===== config.mk =====
export PLATFORM = sky130hd
export DESIGN_NAME = flash_block_crc_scanner
export DESIGN_NICKNAME = d
export VERILOG_FILES = /design/src/fbcs_pkg.sv /design/src/fbcs_engine.sv /design/src/flash_block_crc_scanner.sv
export SDC_FILE = /design/constraint.sdc
export NUM_CORES = 1
export LEC_CHECK = 0
export BUFFER_PORTS_ARGS = -buffer_cell sky130_fd_sc_hd__buf_2
export CORE_UTILIZATION = 45
export CTS_CLUSTER_SIZE = 20
export DETAILED_ROUTE_END_ITERATION = 12
export GPL_TIMING_DRIVEN = 0
export MAX_ROUTING_LAYER = met4
export PLACE_DENSITY = 0.7
export SLEW_MARGIN = 20
export SYNTH_ARGS = -nofsm -noshare
export SYNTH_HDL_FRONTEND = slang
export SYNTH_SLANG_ARGS = --single-unit
export TNS_END_PERCENT = 100

===== constraint.sdc =====
create_clock -name clock -period 6.45 [get_ports clock]
set_input_delay 1.935 -clock clock [delete_from_list [all_inputs] [get_ports clock]]
set_output_delay 1.935 -clock clock [all_outputs]
set_load 0.005 [all_outputs]

===== src/fbcs_pkg.sv =====
`default_nettype none

package fbcs_pkg;

   localparam int BLOCK_BYTES = 64;
   localparam int CRC_BYTES   = 62;
   localparam int MAX_BLOCKS  = 1024;

   localparam int BYTE_W       = 8;
   localparam int INDEX_W      = $clog2(BLOCK_BYTES);
   localparam int BLOCK_W      = $clog2(MAX_BLOCKS);
   localparam int ID_W         = 16;
   localparam int CRC_W        = 16;
   localparam int OFFSET_W     = 16;
   localparam int CSR_INDEX_W  = 1;
   localparam int CSR_DATA_W   = 16;
   localparam int RSP_FIELDS_W = BLOCK_W + 3 + OFFSET_W;
   localparam int RSP_DATA_W   = ((RSP_FIELDS_W + 7) / 8) * 8;

   localparam logic [INDEX_W-1:0] LAST_INDEX    = INDEX_W'(BLOCK_BYTES - 1);
   localparam logic [INDEX_W-1:0] ID_HIGH_INDEX = INDEX_W'(1);
   localparam logic [INDEX_W-1:0] CRC_LO_INDEX  = INDEX_W'(CRC_BYTES);
   localparam logic [INDEX_W-1:0] CRC_HI_INDEX  = INDEX_W'(CRC_BYTES + 1);

   localparam logic [CRC_W-1:0] CRC_INIT = 16'hFFFF;
   localparam logic [CRC_W-1:0] CRC_POLY = 16'h1021;

   localparam logic [BLOCK_W-1:0] FIRST_BLOCK_RESET = BLOCK_W'(2);

   localparam logic [CSR_INDEX_W-1:0] REG_TARGET_ID   = 1'b0;
   localparam logic [CSR_INDEX_W-1:0] REG_FIRST_BLOCK = 1'b1;

   typedef struct packed {
      logic                scan_done;
      logic [OFFSET_W-1:0] best_offset;
      logic                found;
      logic                crc_ok;
      logic                id_match;
      logic [BLOCK_W-1:0]  block_number;
   } rsp_type;

   function automatic logic [CRC_W-1:0] crc_byte(input logic [CRC_W-1:0] crc,
                                                 input logic [BYTE_W-1:0] b);
      logic [CRC_W-1:0] c;
      c = crc ^ {b, 8'h00};
      for (int k = 0; k < 8; k++) begin
         if (c[CRC_W-1]) begin
            c = {c[CRC_W-2:0], 1'b0} ^ CRC_POLY;
         end else begin
            c = {c[CRC_W-2:0], 1'b0};
         end
      end
      return c;
   endfunction

endpackage

`default_nettype wire


===== src/fbcs_engine.sv =====
`default_nettype none

module fbcs_engine
   import fbcs_pkg::*;
(
   input  wire logic                clock,
   input  wire logic                reset,
   input  wire logic                step,
   input  wire logic [BYTE_W-1:0]   data_byte,
   input  wire logic                end_of_scan,
   input  wire logic [ID_W-1:0]     target_block_id,
   input  wire logic [BLOCK_W-1:0]  first_block_number,
   output logic                     emit,
   output rsp_type                  result
);

   logic [CRC_W-1:0]    crc_ff, crc_in;
   logic [INDEX_W-1:0]  index_ff, index_in;
   logic [BLOCK_W-1:0]  block_ff, block_in;
   logic [BYTE_W-1:0]   id_low_ff, id_low_in;
   logic                id_equal_ff, id_equal_in;
   logic [BYTE_W-1:0]   crc_low_ff, crc_low_in;
   logic                crc_good_ff, crc_good_in;
   logic [OFFSET_W-1:0] best_ff, best_in;
   logic                found_ff, found_in;
   logic                in_scan_ff, in_scan_in;

   logic [BLOCK_W-1:0]  cur_block;
   logic                complete;
   logic                id_equal_now;
   logic                crc_good_now;
   logic                hit;
   logic                found_now;
   logic [OFFSET_W-1:0] best_now;

   always_comb begin
      cur_block    = in_scan_ff ? block_ff : first_block_number;
      complete     = (index_ff == LAST_INDEX);
      id_equal_now = (index_ff == ID_HIGH_INDEX)
                     ? ({data_byte, id_low_ff} == target_block_id) : id_equal_ff;
      crc_good_now = (index_ff == CRC_HI_INDEX)
                     ? ((~crc_ff) == {data_byte, crc_low_ff}) : crc_good_ff;
      hit          = complete && id_equal_now && crc_good_now;
      found_now    = found_ff || hit;
      best_now     = hit ? {cur_block, INDEX_W'(0)} : best_ff;
      emit         = complete || end_of_scan;

      result.block_number = cur_block;
      result.id_match     = complete && id_equal_now;
      result.crc_ok       = complete && crc_good_now;
      result.found        = found_now;
      result.best_offset  = best_now;
      result.scan_done    = end_of_scan;

      crc_in      = crc_ff;
      index_in    = index_ff;
      block_in    = block_ff;
      id_low_in   = id_low_ff;
      id_equal_in = id_equal_ff;
      crc_low_in  = crc_low_ff;
      crc_good_in = crc_good_ff;
      best_in     = best_ff;
      found_in    = found_ff;
      in_scan_in  = in_scan_ff;

      if (step) begin
         if (end_of_scan) begin
            crc_in      = CRC_INIT;
            index_in    = '0;
            id_low_in   = '0;
            id_equal_in = 1'b0;
            crc_low_in  = '0;
            crc_good_in = 1'b0;
            best_in     = '0;
            found_in    = 1'b0;
            in_scan_in  = 1'b0;
         end else if (complete) begin
            crc_in      = CRC_INIT;
            index_in    = '0;
            id_low_in   = '0;
            id_equal_in = 1'b0;
            crc_low_in  = '0;
            crc_good_in = 1'b0;
            best_in     = best_now;
            found_in    = found_now;
            block_in    = cur_block + BLOCK_W'(1);
            in_scan_in  = 1'b1;
         end else begin
            if (index_ff == '0) begin
               id_low_in = data_byte;
            end
            if (index_ff < CRC_LO_INDEX) begin
               crc_in = crc_byte(crc_ff, data_byte);
            end else if (index_ff == CRC_LO_INDEX) begin
               crc_low_in = data_byte;
            end
            id_equal_in = id_equal_now;
            crc_good_in = crc_good_now;
            index_in    = index_ff + INDEX_W'(1);
            block_in    = cur_block;
            in_scan_in  = 1'b1;
         end
      end
   end

   always_ff @(posedge clock) begin
      if (reset) begin
         crc_ff      <= CRC_INIT;
         index_ff    <= '0;
         block_ff    <= '0;
         id_low_ff   <= '0;
         id_equal_ff <= 1'b0;
         crc_low_ff  <= '0;
         crc_good_ff <= 1'b0;
         best_ff     <= '0;
         found_ff    <= 1'b0;
         in_scan_ff  <= 1'b0;
      end else begin
         crc_ff      <= crc_in;
         index_ff    <= index_in;
         block_ff    <= block_in;
         id_low_ff   <= id_low_in;
         id_equal_ff <= id_equal_in;
         crc_low_ff  <= crc_low_in;
         crc_good_ff <= crc_good_in;
         best_ff     <= best_in;
         found_ff    <= found_in;
         in_scan_ff  <= in_scan_in;
      end
   end

   a_best_zero_until_found: assert property (@(posedge clock) disable iff (reset)
      !found_ff |-> best_ff == '0)
      else $error("best offset set without a hit");

   a_index_clears_after_result: assert property (@(posedge clock) disable iff (reset)
      step && emit |=> index_ff == '0 && crc_ff == CRC_INIT)
      else $error("block state not cleared after result");

   a_scan_end_clears: assert property (@(posedge clock) disable iff (reset)
      step && end_of_scan |=> !in_scan_ff && !found_ff)
      else $error("scan state not cleared at scan end");

endmodule

`default_nettype wire


===== src/flash_block_crc_scanner.sv =====
// Scans the 64-byte blocks of a flash partition, one byte per request in physical
// order, and sends one response per completed block (and one at scan end, with
// rsp_tlast set; a trailing partial block reports id_match and crc_ok as 0). Each
// response carries the block number, whether the little-endian id in bytes 0-1
// equals target_block_id, whether the CRC-16 (0x1021, init 0xFFFF, inverted) over
// bytes 0-61 equals the little-endian CRC in bytes 62-63, and the byte offset of
// the latest block that passed both checks. The block takes one byte every cycle
// while not stalled; a byte goes through an input register and the CRC/compare
// logic into the response register, and input stalls only while that response
// register is full and not taken. first_block_number is sampled on the first byte
// of each scan; write registers only while no scan is in progress.

`default_nettype none

module flash_block_crc_scanner
   import fbcs_pkg::*;
(
   input  wire logic                   clock,
   input  wire logic                   reset,

   input  wire logic                   req_tvalid,
   output logic                        req_tready,
   input  wire logic [BYTE_W-1:0]      req_tdata,   // data_byte
   input  wire logic                   req_tlast,   // end_of_scan

   output logic                        rsp_tvalid,
   input  wire logic                   rsp_tready,
   // block_number[9:0], id_match[10], crc_ok[11], found[12], best_offset[28:13]
   output logic [RSP_DATA_W-1:0]       rsp_tdata,
   output logic                        rsp_tlast,   // scan_done

   input  wire logic                   csr_we,
   input  wire logic [CSR_INDEX_W-1:0] csr_index,
   input  wire logic [CSR_DATA_W-1:0]  csr_wdata
);

   logic [ID_W-1:0]    target_id_ff;
   logic [BLOCK_W-1:0] first_block_ff;

   logic               in_valid_ff;
   logic [BYTE_W-1:0]  in_byte_ff;
   logic               in_last_ff;

   logic               rsp_valid_ff, rsp_valid_in;
   rsp_type            rsp_ff;

   logic               emit;
   logic               out_free;
   logic               step;
   rsp_type            result;

   fbcs_engine u_engine (
      .clock              (clock),
      .reset              (reset),
      .step               (step),
      .data_byte          (in_byte_ff),
      .end_of_scan        (in_last_ff),
      .target_block_id    (target_id_ff),
      .first_block_number (first_block_ff),
      .emit               (emit),
      .result             (result)
   );

   always_comb begin
      out_free     = !rsp_valid_ff || rsp_tready;
      step         = in_valid_ff && (!emit || out_free);
      req_tready   = !in_valid_ff || step;
      rsp_valid_in = (step && emit) || (rsp_valid_ff && !rsp_tready);
   end

   always_ff @(posedge clock) begin
      if (reset) begin
         target_id_ff   <= '0;
         first_block_ff <= FIRST_BLOCK_RESET;
         in_valid_ff    <= 1'b0;
         rsp_valid_ff   <= 1'b0;
      end else begin
         if (csr_we) begin
            unique case (csr_index)
               REG_TARGET_ID:   target_id_ff   <= csr_wdata;
               REG_FIRST_BLOCK: first_block_ff <= csr_wdata[BLOCK_W-1:0];
               default: ;
            endcase
         end
         if (req_tready) begin
            in_valid_ff <= req_tvalid;
         end
         rsp_valid_ff <= rsp_valid_in;
      end
   end

   always_ff @(posedge clock) begin
      if (req_tvalid && req_tready) begin
         in_byte_ff <= req_tdata;
         in_last_ff <= req_tlast;
      end
      if (step && emit) begin
         rsp_ff <= result;
      end
   end

   assign rsp_tvalid = rsp_valid_ff;
   assign rsp_tlast  = rsp_ff.scan_done;
   assign rsp_tdata  = RSP_DATA_W'({rsp_ff.best_offset, rsp_ff.found, rsp_ff.crc_ok,
                                    rsp_ff.id_match, rsp_ff.block_number});

   a_hit_sets_found: assert property (@(posedge clock) disable iff (reset)
      rsp_valid_ff && rsp_ff.id_match && rsp_ff.crc_ok |-> rsp_ff.found)
      else $error("matching valid block not reported as found");

   a_hit_offset: assert property (@(posedge clock) disable iff (reset)
      rsp_valid_ff && rsp_ff.id_match && rsp_ff.crc_ok |->
         rsp_ff.best_offset == {rsp_ff.block_number, INDEX_W'(0)})
      else $error("best offset does not follow the matching block");

   a_input_holds: assert property (@(posedge clock) disable iff (reset)
      in_valid_ff && !step |=> in_valid_ff && $stable(in_byte_ff) && $stable(in_last_ff))
      else $error("stalled request lost");

   a_no_overwrite: assert property (@(posedge clock) disable iff (reset)
      rsp_valid_ff && !rsp_tready |-> !(step && emit))
      else $error("pending response overwritten");

endmodule

`default_nettype wire


==> impl_metrics.yaml <==
layout:
  synthToLayoutAreaGrowth_pct: 19.2
  fillers: 1147
  utilization: 0.554
  final_cells: 874
  multi_input_area_um2: 2650
  antennaDiodeCount: 0
  drive_above_1_share: 0.167
  fin_nets: 725
  final_common_cell: "dfxtp_1"
  layout_common_cells: "dfxtp_1 (95), nand2_1 (88), buf_2 (63), xnor2_1 (43), a21oi_1 (43)"
  seqCellArea_um2: 3070
setup_path:
  cpMaxStageDelayCell: "nor2b_1"
  critical_path.max_fanout: 6
  regToRegSetupSlack_ns: 2.93
  cpPeakStageDelay_ns: 0.40
  timing.rr.end: "u_engine.best_ff[14]"
  worstRegToRegCells: 9
  worstPathCellList: "buf_2, nor2b_1, nand3_1, buf_2"
  cp_common_cell: "buf_2"
  arrival_ns: 2.79
  end_kind: "primary output"
  required_ns: 4.51
  critPathBufInv: 2
  critical_path_class: "input port to primary output"
  start_kind: "input port"
  r2r-start: "u_engine.index_ff[0]"
  crit_family: "simple AND/OR/NAND/NOR gates"
global_routing:
  grt_pass1_wl_um: 22400
  busiest_layer: "met2"
  overflow: 0
  grtUsageMet1: 0.278
  track_usage: 0.228
  grtUsageMet2: 0.357
  use_met3: 0.0493
  grt_pass1_vias: 4529
  antenna_found_initial: 0
  grt_max_degree: 36
yosys:
  async_reset_ff_frac: 0
  ys_seq_elements: 134
  synth-edff-count: 39
  postSynthCellCount: 606
  seq_area_frac_synth: 0.522
  syn_area_um2: 5880
  ys.flop_type: "dfxtp_1"
  synth_cell_type_count: 47
  syn_avg_cell_area_um2: 9.71
  synth_warnings: 0
placement:
  dpl.hpwl_um: 9990
  place_ws_ns: 1.76
  place.port_buffers: 62
  post-place-cells: 842
  place.gp.congestion: 0.911
timing:
  finalSetupViolations: 0
  rsz0062_at_grt: "false"
  fin_ws_ns: 1.72
  finClkSkew_ns: 0.0100
  maxSlewViolCount: 0
  worst_pin_slew_ns: 0.860
  period_share: 0.733
  relSlewSlack: 0.422
  max_freq_mhz: 211
  period_minus_slack_ns: 4.73
  fin_tns_setup_ns: 0
  hold_viol_final: 0
floorplanning:
  rows: 41
  start_util: 0.464
  die_h_um: 116
  die_area_um2: 13500
  dieWidth_um: 116
  io_pins: 66
  placeableCoreArea_um2: 12700
outcome:
  outcome: "finished clean"
drt:
  drtIter0Drc: 337
  antenna_left: 0
  drcViolationCount: 0
  drt_wl_total_um: 13800
  drtPass1Iterations: 5
  vias_per_cell: 5.37
  dr_total_vias: 4693
  routedWlPerCell_um: 15.8
power_and_ir_drop:
  worst_ir_drop_vdd_mv: 0.199
  p_leak_nw: 2.71
  power.density_nw_per_um2: 287
  fin_total_pwr_mw: 2.01
clocking:
  clock-root-buffer: "clkbuf_16"
  numCtsBuffers: 17
  clk_latency_ns: 0.42
  clk_path_buf_depth: 2
  cts_tree: "built"
  holdBufCountCts: 0
  ctsResizeCount: 0
  post_cts.repair.setup_buffers: 0
  cts_htree_levels: 4
  clk_pin_slew_worst_paths_ns: 0.06
  clock-sinks: 134
min_path:
  min_from: "u_engine.block_ff[7]"
  min_path_type: "register to register"
  min_path_cells: 2
  whs_endpoint: "u_engine.block_ff[7]"
flow_run:
  drv_cap: 0
==> cell families (layout without fill, tap and decap cells) <==
kind of cell               count (synthesis)  count (layout)  share of synthesized area
AOI/OAI and AO/OA                        119             119                      0.127
adders and majority gates                  5               5                     0.0106
xor gates and xnor gates                  57              57                     0.0848
other                                      1               3                   0.000637
and+or+nand+nor                          234             234                      0.193
muxes                                     17              17                     0.0315
DFF                                      134             134                      0.522
buffers and inverters                     39             133                     0.0302
==> tightest hold or removal path, cell delays in order, from the launching register on <==
cell	delay, ns
dfxtp_1	0.30
nand2_1	0.05
a21oi_1	0.05
==> where the power goes <==
group	internal (mW)	total, mW	switching [mW]
Clock	0.606	0.950	0.344
Sequential	0.890	0.911	0.0205
Combinational	0.0607	0.152	0.0917
==> metrics by stage <==
step	hold slack (ns)	cell area (um2)
6_report	0.451	7020
3_5_place_dp	0.445	6420
4_1_cts	0.451	7010
5_1_grt	0.463	7020
2_1_floorplan	0.428	5890
3_3_place_gp	0.436	6420
==> synth_stat cells, types with 10 or more instances <==
library cell	instances	share of area
and2_1	20	0.021
a21oi_1	43	0.037
nand2b_1	10	0.011
xnor2_1	43	0.064
dfxtp_1	95	0.32
nor3_1	18	0.015
nand4_1	12	0.013
mux2_2	12	0.023
clkbuf_1	22	0.014
o21ai_0	20	0.017
nand2_1	88	0.056
nor2_1	38	0.024
nand3_1	12	0.010
edfxtp_1	39	0.20
xor2_1	14	0.021
a22oi_1	16	0.020
inv_1	10	0.0064
==> how the worst max path moves through the flow <==
stage                           from         end  slack [ns]  cells past startpoint
final                     rsp_tready  req_tready        1.72                      4
after global routing      rsp_tready  req_tready        1.66                      4
after CTS                 rsp_tready  req_tready        1.76                      4
after detailed placement  rsp_tready  req_tready        1.76                      4
after global placement    rsp_tready  req_tready        1.77                      4
after floorplan           rsp_tready  req_tready        2.20                      2
==> sequential cells by signal, summed over array words and instances, names as in the netlist <==
name,count
u_engine.found_ff,1
u_engine.crc_ff,16
rsp_tlast,1
u_engine.best_ff,16
rsp_tdata,29
in_valid_ff,1
in_last_ff,1
u_engine.id_low_ff,8
u_engine.block_ff,10
first_block_ff,10
target_id_ff,16
u_engine.in_scan_ff,1
u_engine.id_equal_ff,1
u_engine.index_ff,6
in_byte_ff,8
u_engine.crc_low_ff,8
rsp_tvalid,1
==> cell type report <==
cell class	instances	share of cell area
plain buffers	29	0.0200
clock buffers	26	0.0758
clock inverters	6	0.00856
inverters	10	0.00535
multi-input cells	435	0.377
repair buffers	62	0.0442
well taps	172	0.0307
flip-flops and latches	134	0.438
==> routing by layer <==
layer,wire [um],up-vias
li1,-,2286
met1,6220,2218
met2,6580,162
met3,674,27
met4,333,0
met5,0,-
(Power assumes the default switching activity.)
